$ cat config.mk
export PLATFORM = sky130hd
export DESIGN_NAME = ntc_overtemp_set_release_debounce
export DESIGN_NICKNAME = d
export VERILOG_FILES = /design/src/rtl/core/ntc_otp_pkg.sv /design/src/rtl/core/ntc_otp_ram.sv /design/src/rtl/core/ntc_overtemp_set_release_debounce.sv
export SDC_FILE = /design/constraint.sdc
export NUM_CORES = 1
export LEC_CHECK = 0
export BUFFER_PORTS_ARGS = -buffer_cell sky130_fd_sc_hd__buf_4
export CORE_MARGIN = 2
export CORE_UTILIZATION = 40
export DETAILED_ROUTE_END_ITERATION = 10
export PLACE_DENSITY_LB_ADDON = 0.2
export SETUP_SLACK_MARGIN = 0.15
export SLEW_MARGIN = 25
export SYNTH_ARGS = -nofsm -noshare
export SYNTH_HDL_FRONTEND = slang
export SYNTH_SLANG_ARGS = --single-unit
$ cat constraint.sdc
create_clock -name clk_i -period 19.78 [get_ports clk_i]
set_input_delay 1.978 -clock clk_i [delete_from_list [all_inputs] [get_ports clk_i]]
set_output_delay 1.978 -clock clk_i [all_outputs]
set_load 0.02 [all_outputs]
$ cat src/rtl/core/ntc_otp_pkg.sv
// Shared types and constants of the thermistor over-temperature debounce block.
package ntc_otp_pkg;

  localparam int unsigned CHANNELS = 32;
  localparam int unsigned LEVELS   = 2;
  localparam int unsigned ENTRIES  = CHANNELS * LEVELS;
  localparam int unsigned ENTRY_AW = (ENTRIES > 1) ? $clog2(ENTRIES) : 1;

  localparam int unsigned CH_W     = 5;
  localparam int unsigned SAMPLE_W = 16;
  localparam int unsigned CNT_W    = 8;
  localparam int unsigned CFG_AW   = 3;
  localparam int unsigned CFG_DW   = 16;

  typedef enum logic [1:0] {
    ST_IDLE      = 2'd0,
    ST_SETTING   = 2'd1,
    ST_TRIPPED   = 2'd2,
    ST_RELEASING = 2'd3
  } status_e;

  // Low two bits of a register index select the field, the bit above selects the level.
  typedef enum logic [1:0] {
    FIELD_SET_THR  = 2'd0,
    FIELD_SET_TIME = 2'd1,
    FIELD_REL_THR  = 2'd2,
    FIELD_REL_TIME = 2'd3
  } cfg_field_e;

  typedef struct packed {
    status_e           status;
    logic [CNT_W-1:0]  set_cnt;
    logic [CNT_W-1:0]  rel_cnt;
  } entry_t;

  localparam int unsigned ENTRY_W = $bits(entry_t);

endpackage

$ cat src/rtl/core/ntc_otp_ram.sv
// Generic single-port-write, single-port-read RAM with a registered read.
module ntc_otp_ram #(
  parameter int unsigned WIDTH = 8,
  parameter int unsigned DEPTH = 64
) (
  input  logic                     clk_i,
  input  logic                     we_i,
  input  logic [$clog2(DEPTH)-1:0] waddr_i,
  input  logic [WIDTH-1:0]         wdata_i,
  input  logic                     re_i,
  input  logic [$clog2(DEPTH)-1:0] raddr_i,
  output logic [WIDTH-1:0]         rdata_o
);

  logic [WIDTH-1:0] mem_q [DEPTH];
  logic [WIDTH-1:0] rdata_q;

  // Read-first: a read of the entry being written returns the old contents.
  always_ff @(posedge clk_i) begin
    if (we_i) begin
      mem_q[waddr_i] <= wdata_i;
    end
    if (re_i) begin
      rdata_q <= mem_q[raddr_i];
    end
  end

  assign rdata_o = rdata_q;

endmodule

$ cat src/rtl/core/ntc_overtemp_set_release_debounce.sv
// A result passes through the stage 1 and output registers after its sample is accepted.
// One sample per cycle while the output is not stalled; the entry RAM is read in the
// accept cycle and written back as the sample leaves stage 1, with a forwarding register
// covering back-to-back samples on the same channel and level.
// Reset clears the configuration, the per-entry valid bits (an unwritten entry reads
// as idle with zero counters) and the pipeline; no clearing pass is needed.
module ntc_overtemp_set_release_debounce (
  input  logic                                clk_i,
  input  logic                                rst_ni,
  // sample channel
  input  logic                                in_valid_i,
  output logic                                in_stall_o,
  input  logic [ntc_otp_pkg::CH_W-1:0]        channel_i,
  input  logic                                level_i,
  input  logic [ntc_otp_pkg::SAMPLE_W-1:0]    sample_i,
  // result channel
  output logic                                out_valid_o,
  input  logic                                out_stall_i,
  output logic [1:0]                          status_o,
  output logic                                set_event_o,
  output logic                                release_event_o,
  output logic [ntc_otp_pkg::CH_W-1:0]        channel_out_o,
  output logic                                level_out_o,
  // configuration write channel
  input  logic                                cfg_valid_i,
  output logic                                cfg_ready_o,
  input  logic [ntc_otp_pkg::CFG_AW-1:0]      cfg_index_i,
  input  logic [ntc_otp_pkg::CFG_DW-1:0]      cfg_data_i
);

  localparam int unsigned AW = ntc_otp_pkg::ENTRY_AW;

  // Configuration registers
  logic [ntc_otp_pkg::SAMPLE_W-1:0] set_thr_q  [ntc_otp_pkg::LEVELS];
  logic [ntc_otp_pkg::CNT_W-1:0]    set_time_q [ntc_otp_pkg::LEVELS];
  logic [ntc_otp_pkg::SAMPLE_W-1:0] rel_thr_q  [ntc_otp_pkg::LEVELS];
  logic [ntc_otp_pkg::CNT_W-1:0]    rel_time_q [ntc_otp_pkg::LEVELS];

  logic                   cfg_we;
  logic                   cfg_lv;
  ntc_otp_pkg::cfg_field_e cfg_field;

  assign cfg_ready_o = 1'b1;
  assign cfg_we      = cfg_valid_i && (32'(cfg_index_i[2]) < ntc_otp_pkg::LEVELS);
  assign cfg_lv      = cfg_index_i[2];
  assign cfg_field   = ntc_otp_pkg::cfg_field_e'(cfg_index_i[1:0]);

  always_ff @(posedge clk_i or negedge rst_ni) begin
    if (!rst_ni) begin
      for (int i = 0; i < ntc_otp_pkg::LEVELS; i++) begin
        set_thr_q[i]  <= '0;
        set_time_q[i] <= '0;
        rel_thr_q[i]  <= '0;
        rel_time_q[i] <= '0;
      end
    end else if (cfg_we) begin
      case (cfg_field)
        ntc_otp_pkg::FIELD_SET_THR:  set_thr_q[cfg_lv]  <= cfg_data_i;
        ntc_otp_pkg::FIELD_SET_TIME: set_time_q[cfg_lv] <= cfg_data_i[ntc_otp_pkg::CNT_W-1:0];
        ntc_otp_pkg::FIELD_REL_THR:  rel_thr_q[cfg_lv]  <= cfg_data_i;
        ntc_otp_pkg::FIELD_REL_TIME: rel_time_q[cfg_lv] <= cfg_data_i[ntc_otp_pkg::CNT_W-1:0];
        default: ;
      endcase
    end
  end

  // Pipeline control
  logic s1_valid_q, s1_valid_d;
  logic out_valid_q, out_valid_d;
  logic out_free, s1_adv, in_accept;

  assign out_free   = !out_valid_q || !out_stall_i;
  assign s1_adv     = s1_valid_q && out_free;
  assign in_stall_o = s1_valid_q && !out_free;
  assign in_accept  = in_valid_i && !in_stall_o;

  assign s1_valid_d  = in_accept || (s1_valid_q && !out_free);
  assign out_valid_d = s1_adv || (out_valid_q && out_stall_i);

  always_ff @(posedge clk_i or negedge rst_ni) begin
    if (!rst_ni) begin
      s1_valid_q  <= 1'b0;
      out_valid_q <= 1'b0;
    end else begin
      s1_valid_q  <= s1_valid_d;
      out_valid_q <= out_valid_d;
    end
  end

  // Entry address and range check of the incoming sample
  logic          in_range;
  logic [AW-1:0] in_addr;

  assign in_range = (32'(channel_i) < ntc_otp_pkg::CHANNELS) &&
                    (32'(level_i) < ntc_otp_pkg::LEVELS);
  assign in_addr  = level_i ? AW'(ntc_otp_pkg::CHANNELS + 32'(channel_i)) : AW'(channel_i);

  // Stage 1 registers, loaded with each accepted transaction
  logic [ntc_otp_pkg::CH_W-1:0]     s1_ch_q;
  logic                             s1_lv_q;
  logic [ntc_otp_pkg::SAMPLE_W-1:0] s1_smp_q;
  logic [AW-1:0]                    s1_addr_q;
  logic                             s1_inr_q;

  always_ff @(posedge clk_i) begin
    if (in_accept) begin
      s1_ch_q   <= channel_i;
      s1_lv_q   <= level_i;
      s1_smp_q  <= sample_i;
      s1_addr_q <= in_addr;
      s1_inr_q  <= in_range;
    end
  end

  // Entry memory, valid bits and write-back forwarding
  logic                               ram_we;
  logic [ntc_otp_pkg::ENTRY_W-1:0]    ram_rdata;
  ntc_otp_pkg::entry_t                cur, nxt;
  logic [ntc_otp_pkg::ENTRIES-1:0]    entry_valid_q;
  logic                               fwd_valid_q;
  logic [AW-1:0]                      fwd_addr_q;
  ntc_otp_pkg::entry_t                fwd_data_q;

  assign ram_we = s1_adv && s1_inr_q;

  ntc_otp_ram #(
    .WIDTH (ntc_otp_pkg::ENTRY_W),
    .DEPTH (ntc_otp_pkg::ENTRIES)
  ) u_entry_ram (
    .clk_i   (clk_i),
    .we_i    (ram_we),
    .waddr_i (s1_addr_q),
    .wdata_i (nxt),
    .re_i    (in_accept),
    .raddr_i (in_addr),
    .rdata_o (ram_rdata)
  );

  always_ff @(posedge clk_i or negedge rst_ni) begin
    if (!rst_ni) begin
      entry_valid_q <= '0;
      fwd_valid_q   <= 1'b0;
    end else if (ram_we) begin
      entry_valid_q[s1_addr_q] <= 1'b1;
      fwd_valid_q              <= 1'b1;
    end
  end

  always_ff @(posedge clk_i) begin
    if (ram_we) begin
      fwd_addr_q <= s1_addr_q;
      fwd_data_q <= nxt;
    end
  end

  // The forwarding register always holds the latest write, so a hit is never stale.
  always_comb begin
    if (fwd_valid_q && (fwd_addr_q == s1_addr_q)) begin
      cur = fwd_data_q;
    end else if (entry_valid_q[s1_addr_q]) begin
      cur = ntc_otp_pkg::entry_t'(ram_rdata);
    end else begin
      cur = '0;
    end
  end

  // Set phase, then release phase, on the same entry
  logic                          over, recovered;
  logic                          set_ev, rel_ev;
  logic [ntc_otp_pkg::CNT_W-1:0] set_inc, rel_inc;
  ntc_otp_pkg::status_e          mid_st;

  always_comb begin
    over      = s1_smp_q <= set_thr_q[s1_lv_q];
    recovered = s1_smp_q >= rel_thr_q[s1_lv_q];
    set_inc   = cur.set_cnt + ntc_otp_pkg::CNT_W'(1);
    rel_inc   = cur.rel_cnt + ntc_otp_pkg::CNT_W'(1);
    nxt       = cur;
    set_ev    = 1'b0;
    rel_ev    = 1'b0;

    if (over && (set_time_q[s1_lv_q] != '0)) begin
      case (cur.status)
        ntc_otp_pkg::ST_IDLE: begin
          nxt.status  = ntc_otp_pkg::ST_SETTING;
          nxt.set_cnt = 8'd1;
        end
        ntc_otp_pkg::ST_SETTING: begin
          if (set_inc >= set_time_q[s1_lv_q]) begin
            nxt.status  = ntc_otp_pkg::ST_TRIPPED;
            nxt.set_cnt = '0;
            set_ev      = 1'b1;
          end else begin
            nxt.set_cnt = set_inc;
          end
        end
        default: ;
      endcase
    end else if (cur.status == ntc_otp_pkg::ST_SETTING) begin
      nxt.status = ntc_otp_pkg::ST_IDLE;
    end

    mid_st = nxt.status;
    if (recovered && (rel_time_q[s1_lv_q] != '0)) begin
      case (mid_st)
        ntc_otp_pkg::ST_TRIPPED: begin
          nxt.status  = ntc_otp_pkg::ST_RELEASING;
          nxt.rel_cnt = 8'd1;
        end
        ntc_otp_pkg::ST_RELEASING: begin
          if (rel_inc >= rel_time_q[s1_lv_q]) begin
            nxt.status  = ntc_otp_pkg::ST_IDLE;
            nxt.rel_cnt = '0;
            rel_ev      = 1'b1;
          end else begin
            nxt.rel_cnt = rel_inc;
          end
        end
        default: ;
      endcase
    end else if (mid_st == ntc_otp_pkg::ST_RELEASING) begin
      nxt.status = ntc_otp_pkg::ST_TRIPPED;
    end
  end

  // Output register
  logic [1:0]                   out_status_q;
  logic                         out_set_ev_q, out_rel_ev_q;
  logic [ntc_otp_pkg::CH_W-1:0] out_ch_q;
  logic                         out_lv_q;

  always_ff @(posedge clk_i) begin
    if (s1_adv) begin
      out_status_q <= s1_inr_q ? nxt.status : ntc_otp_pkg::ST_IDLE;
      out_set_ev_q <= s1_inr_q && set_ev;
      out_rel_ev_q <= s1_inr_q && rel_ev;
      out_ch_q     <= s1_ch_q;
      out_lv_q     <= s1_lv_q;
    end
  end

  assign out_valid_o     = out_valid_q;
  assign status_o        = out_status_q;
  assign set_event_o     = out_set_ev_q;
  assign release_event_o = out_rel_ev_q;
  assign channel_out_o   = out_ch_q;
  assign level_out_o     = out_lv_q;

endmodule

==> results of run 1 <==
[cells in the final DEF (no fill, tap or decap), types with 14 or more instances in the layout]
| cell type | count |
|---|---|
| mux2i_1 | 52 |
| clkbuf_16 | 146 |
| nor2_1 | 27 |
| ha_1 | 50 |
| a21oi_1 | 32 |
| clkbuf_1 | 48 |
| edfxtp_1 | 1218 |
| inv_1 | 19 |
| or2_2 | 64 |
| buf_4 | 94 |
| mux2_2 | 100 |
| nand3_1 | 20 |
| mux4_2 | 380 |
| o21ai_0 | 19 |
| buf_16 | 23 |
| nor2_4 | 64 |
| nand4_1 | 14 |
| dfrtp_1 | 163 |
| nand2_1 | 57 |
| clkinv_1 | 26 |
[cells by family after synthesis]
kind of cell | count (synthesis) | share of synthesized area [%]
flops | 1381 | 73.9
mux | 538 | 18.7
other cells | 1 | 0.00681
compound gates | 146 | 1.90
buf+inv | 149 | 1.19
fa+ha+maj | 50 | 1.14
xor+xnor | 18 | 0.286
simple gates | 315 | 2.98
[final cells by class]
cell class,instances,share of cell area (%)
flip-flops and latches,1381,63.8
inverters,19,0.112
well taps,1794,3.52
repair buffers,134,2.58
clock buffers,200,6.14
clock inverters,64,1.20
diodes,2,0.00785
multi-input cells,1068,22.7
[power groups by stage]
stage	registers (µW)	clock network, µW	logic (µW)
CTS	3470	2730	687
finish	3470	2670	681
global route	3480	2840	738
detailed placement	3530	0	686
global placement	3530	0	657
floorplan	3520	0	415
[metal layers]
| metal | global-route usage, % | vias to the layer above | routed length [µm] | part of all wire (%) |
|---|---|---|---|---|
| met4 | 5.51 | 4 | 3060 | 2.1 |
| met1 | 29.9 | 14738 | 62500 | 43 |
| met5 | 0 | - | 26 | 0.018 |
| li1 | - | 11075 | - | - |
| met3 | 3.79 | 186 | 9950 | 6.8 |
| met2 | 33.5 | 1015 | 70900 | 48 |
[path summary, 6_finish.rpt]
| kind | start | slack, ps | endpoint |
|---|---|---|---|
| min reg2reg | entry_valid_q[22] | 470 | entry_valid_q[22] |
| max reg2reg | s1_ch_q[0] | 12420 | u_entry_ram.mem_q[53][13] |
| max in group asynchronous | rst_ni | 16980 | rel_thr_q[2] |
| min | entry_valid_q[22] | 470 | entry_valid_q[22] |
| min in group asynchronous | rst_ni | 1300 | set_thr_q[25] |
| max | s1_ch_q[0] | 12420 | u_entry_ram.mem_q[53][13] |
[worst max-delay path, cell delays in order (launching register included)]
cell      delay, ps
edfxtp_1        720
buf_8           240
nor2b_1         600
a221o_1         270
nand2_1          60
a21oi_1         260
nor4_4           80
buf_4           260
nor2_1          290
a22oi_2         150
inv_1           120
ha_1            210
nand2_1         130
a21oi_1         290
xor2_1          200
ha_1            250
o21a_1          160
o21ai_0         600
inv_1           170
nor2_1          630
nand2_1         290
o22ai_4         670
buf_4           430
[cells in the mapped netlist (31+ instances only)]
| cell | number |
|---|---|
| mux2i_1 | 54 |
| edfxtp_1 | 1218 |
| nor2_1 | 92 |
| a21oi_1 | 36 |
| buf_1 | 31 |
| or2_2 | 64 |
| clkbuf_1 | 69 |
| nand2_1 | 57 |
| ha_1 | 50 |
| mux2_2 | 100 |
| dfrtp_1 | 163 |
| mux4_2 | 380 |
[state kept, by name (all words and copies together) (netlist names), 2 cells and up]
signal / count
status_o: 2
rel_thr_q: 32
set_thr_q: 32
u_entry_ram.mem_q: 1152
set_time_q: 16
s1_ch_q: 4
fwd_addr_q: 6
rel_time_q: 16
entry_valid_q: 64
s1_smp_q: 16
u_entry_ram.rdata_o: 18
fwd_data_q: 16
[metrics by stage]
step	hold WS, ps	total power, µW	cells	cell area [µm²]	util (%)
floorplan	421	3940	2598	55000	-
global placement	459	4190	4362	58200	42.5
detailed placement	450	4220	4387	58800	42.9
CTS	469	6890	4651	63500	46.4
global route	489	7060	4660	63800	46.5
finish	469	6830	4662	63800	46.6
==> impl_metrics.json, run 1 <==
{
  "ys_async_sr_fraction_pct": 11.8,
  "p_sw_uw": 1650,
  "cts_buffers": 145,
  "critical_path_required_ps": 20360,
  "dr.pass1.iters": 7,
  "grt_pass1_wl_mm": 208,
  "switching_share_pct": 24.1,
  "num_rows": 136,
  "drtIter0Drc": 2991,
  "grt_antenna_before_repair": 6,
  "drive_gt1_share_pct": 34.0,
  "cp-start-kind": "flip-flop",
  "setup-tns-final_ps": 0,
  "synthesis.area_um2": 55000,
  "synth_top_area_share_pct": 66.4,
  "synth-warning-count": 0,
  "drcViolationCount": 0,
  "hold_viol": 0,
  "setup_slack_ps": 12420,
  "ys.flop_type": "edfxtp_1",
  "netlist_instances": 2598,
  "cts_setup_buffers": 0,
  "drv_cap": 0,
  "fmax_ghz": 0.136,
  "coreArea_um2": 137000,
  "ioPinCount": 59,
  "cts_sinks": 1381,
  "clk_path_buf_depth": 3,
  "synth_cell_types": 79,
  "p_comb_share_pct": 10.0,
  "cts_tree": "done",
  "end_kind": "flip-flop",
  "ys_ff_latch": 1381,
  "fillers": 11164,
  "clk_latency_ps": 800,
  "yosysSeqAreaShare_pct": 73.9,
  "status": "complete, no violations",
  "clock-root-buffer": "clkbuf_16",
  "wirelength_mm": 146,
  "rsz0062_at_grt": "no",
  "antenna_left": 0,
  "vdd_drop_max_mv": 0.0699,
  "hold_class": "flip-flop to flip-flop",
  "syn_area_per_cell_um2": 21.2,
  "synth.largest_area_cell": "edfxtp_1",
  "io_buffers": 57,
  "layout_min_cycle_time_ps": 7360,
  "whs_path_depth": 1,
  "start_util_pct": 40.2,
  "internal_power_uw": 5180,
  "maxSlewViolCount": 0,
  "grt_pass1_vias": 27696,
  "cts_htree_levels": 4,
  "die_area_um2": 141000,
  "overflow": 0,
  "grt_max_degree": 145,
  "routabilityCongestion": 0.918,
  "synth_edf_count": 1218,
  "synth_nets": 2694,
  "die_w_um": 375,
  "dp_slack_ps": 12430,
  "area_growth_pct": 15.8,
  "period_share_pct": 37.2,
  "cellLeakagePower_uw": 0.0212,
  "num-nets-final": 2845,
  "grt_usage_pct": 21.0,
  "clockPowerShare_pct": 39.2,
  "fin_skew_ps": 61.5,
  "slew_headroom_pct": 23.4,
  "rr_worst_depth": 22,
  "hpwl_mm": 85.5,
  "tightest_slew_ps": 1150,
  "multi_input_area_um2": 14500,
  "p_seq_share_pct": 50.9,
  "vias": 27018,
  "critPathKind": "flip-flop to flip-flop",
  "p_per_area_nw_per_um2": 107,
  "synthTopCellsByArea": "edfxtp_1 (66%), mux4_2 (16%), dfrtp_1 (7.4%)",
  "die_h_um": 375,
  "regArea_um2": 40700,
  "hold_buffers": 0,
  "wl_per_cell_um": 31.4,
  "crit_path_max_fanout": 33,
  "finalSetupViolCount": 0,
  "crit_arrival_ps": 7940,
  "ctsResizeCount": 0,
  "clkTransAtPathRegs_ps": 60,
  "via_per_inst": 5.80
}
No activity file was read; power rests on OpenSTA's default activity.
==> inputs of run 2 (changes only) <==
- clock period: 19.78 -> 7.1 ns (I/O delays scaled with it)
==> run 2 against run 1 <==
Compared with the run above:
- the flow now finishes with violations (negative hold slack)
- wire length grew 4.7%
- largest cell class unchanged
- cell count is 0.90% higher
- fmax grew 15%
- global-route usage up 0.93 points
==> impl_metrics.json, run 2 (synthesized netlist as in run 1, its figures left out) <==
{
  "die_area_um2": 141000,
  "ctsResizeCount": 0,
  "antenna_left": 0,
  "vias": 27637,
  "largest_reg_flops": 1152,
  "drv_cap": 0,
  "p_per_area_nw_per_um2": 302,
  "fillers": 11210,
  "r2r_start": "s1_ch_q[0]",
  "p_sw_uw": 4670,
  "violations": "negative hold slack",
  "end_kind": "flip-flop",
  "rr_worst_depth": 21,
  "cts_setup_buffers": 0,
  "clk_path_buf_depth": 3,
  "drtIter0Drc": 3123,
  "grt_usage_pct": 21.9,
  "crit_arrival_ps": 6890,
  "area_growth_pct": 16.1,
  "p_seq_share_pct": 50.2,
  "r2r_end": "u_entry_ram.mem_q[40][11]",
  "crit_path_max_fanout": 65,
  "grt_max_degree": 112,
  "overflow": 0,
  "hold_buffers": 0,
  "layout_commonest_cell": "edfxtp_1",
  "final_cell_mix": "edfxtp_1 (1218), mux4_2 (380), dfrtp_1 (163), clkbuf_16 (149), buf_4 (146)",
  "largest_registers": "u_entry_ram.mem_q x1152, entry_valid_q x64",
  "switching_share_pct": 24.2,
  "die_w_um": 375,
  "grt_antenna_before_repair": 10,
  "drcViolationCount": 0,
  "status": "finished, violations left",
  "largest_register": "u_entry_ram.mem_q",
  "slew_headroom_pct": 28.1,
  "p_comb_share_pct": 9.7,
  "cp-start-kind": "flip-flop",
  "cts_sinks": 1381,
  "clockPowerShare_pct": 40.1,
  "clkTransAtPathRegs_ps": 60,
  "setup-tns-final_ps": 0,
  "reg2reg_slack_ps": 720,
  "period_share_pct": 89.8,
  "critPathKind": "flip-flop to flip-flop",
  "cts_tree": "done",
  "multi_input_area_um2": 14500,
  "io_buffers": 57,
  "ioPinCount": 59,
  "dr.pass1.iters": 6,
  "wirelength_mm": 153,
  "hold_ws_ps": -18.2,
  "start_util_pct": 40.2,
  "regArea_um2": 40700,
  "internal_power_uw": 14600,
  "maxSlewViolCount": 0,
  "via_per_inst": 5.88,
  "rsz0062_at_grt": "no",
  "finalSetupViolCount": 0,
  "fin_skew_ps": 41.9,
  "drive_gt1_share_pct": 35.5,
  "hold_viol": 4,
  "wl_per_cell_um": 32.6,
  "hold_class": "primary input to asynchronous set/reset pin",
  "clk_latency_ps": 810,
  "layout_min_cycle_time_ps": 6380,
  "critical_path_required_ps": 7610,
  "cellLeakagePower_uw": 0.0214,
  "cts_htree_levels": 4,
  "coreArea_um2": 137000,
  "tightest_slew_ps": 1080,
  "hpwl_mm": 88.1,
  "cts_buffers": 148,
  "vdd_drop_max_mv": 0.207,
  "fmax_ghz": 0.157,
  "grt_pass1_vias": 28011,
  "grt_pass1_wl_mm": 215,
  "clock-root-buffer": "clkbuf_16",
  "die_h_um": 375,
  "routabilityCongestion": 0.898,
  "num-nets-final": 2884,
  "num_rows": 136
}
[run 2: cell types whose count changed in the layout (fill, tap and decap cells not counted), moves of 5 or more]
cell	change
buf_12	-5
buf_16	-14
buf_4	+52
clkbuf_1	-23
clkinv_1	+11
clkinv_2	+9
[run 2: cell type report]
cell class	count	share of cell area, %
antenna	2	0.00783
clock inverter	92	1.57
timing repair buffer	170	2.49
sequential	1381	63.6
inverter	19	0.112
tap	1794	3.51
clock buffer	178	6.07
multi-input combinational	1068	22.6
[run 2: worst max path at each step]
stage,endpoint,slack [ps],from
final,u_entry_ram.mem_q[40][11],720,s1_ch_q[0]
after floorplan,fwd_data_q[14],270,s1_ch_q[0]
after global placement,u_entry_ram.mem_q[4][11],700,s1_ch_q[0]
after global routing,u_entry_ram.mem_q[42][11],310,s1_ch_q[0]
after CTS,u_entry_ram.mem_q[62][11],470,s1_ch_q[0]
after detailed placement,u_entry_ram.mem_q[42][7],480,s1_ch_q[0]
[run 2: layer usage]
layer,part of all wire (%),wire length (µm),track usage (%)
met5,0,0,0
met4,2.9,4500,7.24
met3,7.4,11300,4.32
met2,47,71900,34.1
met1,43,65600,31.2
[run 2: power groups by stage]
stage / Combinational (µW) / Sequential, µW / Clock [µW]
after floorplan: 1160 / 9800 / 0
after CTS: 1900 / 9680 / 7880
after global placement: 1830 / 9840 / 0
final: 1870 / 9680 / 7740
after global routing: 2040 / 9710 / 8190
after detailed placement: 1890 / 9840 / 0
[run 2: worst max-delay path, cell delays in order, from the launching register on]
cell and delay (ps):
edfxtp_1 810, buf_4 310, nor2b_1 150, a31o_2 270, o31ai_1 250, nand4bb_1 210, nor4_4 240, buf_4 410
o21ai_0 220, ha_1 260, nand2_1 120, a21oi_1 100, xor2_1 170, ha_1 220, a2111oi_0 270, o21ai_0 140
o21ai_1 310, inv_1 180, nor2_2 420, nand2_1 240, o31ai_4 250, buf_4 490
[run 2: metrics by stage]
step	worst slack, ps	power [µW]	std cells	instance area (µm²)	utilization (%)
3_5_place_dp	480	11700	4429	58900	43.0
6_report	721	19300	4704	63900	46.7
4_1_cts	466	19500	4699	63800	46.6
2_1_floorplan	274	11000	2598	55100	-
5_1_grt	314	19900	4702	63900	46.7
3_3_place_gp	700	11700	4418	58700	42.8
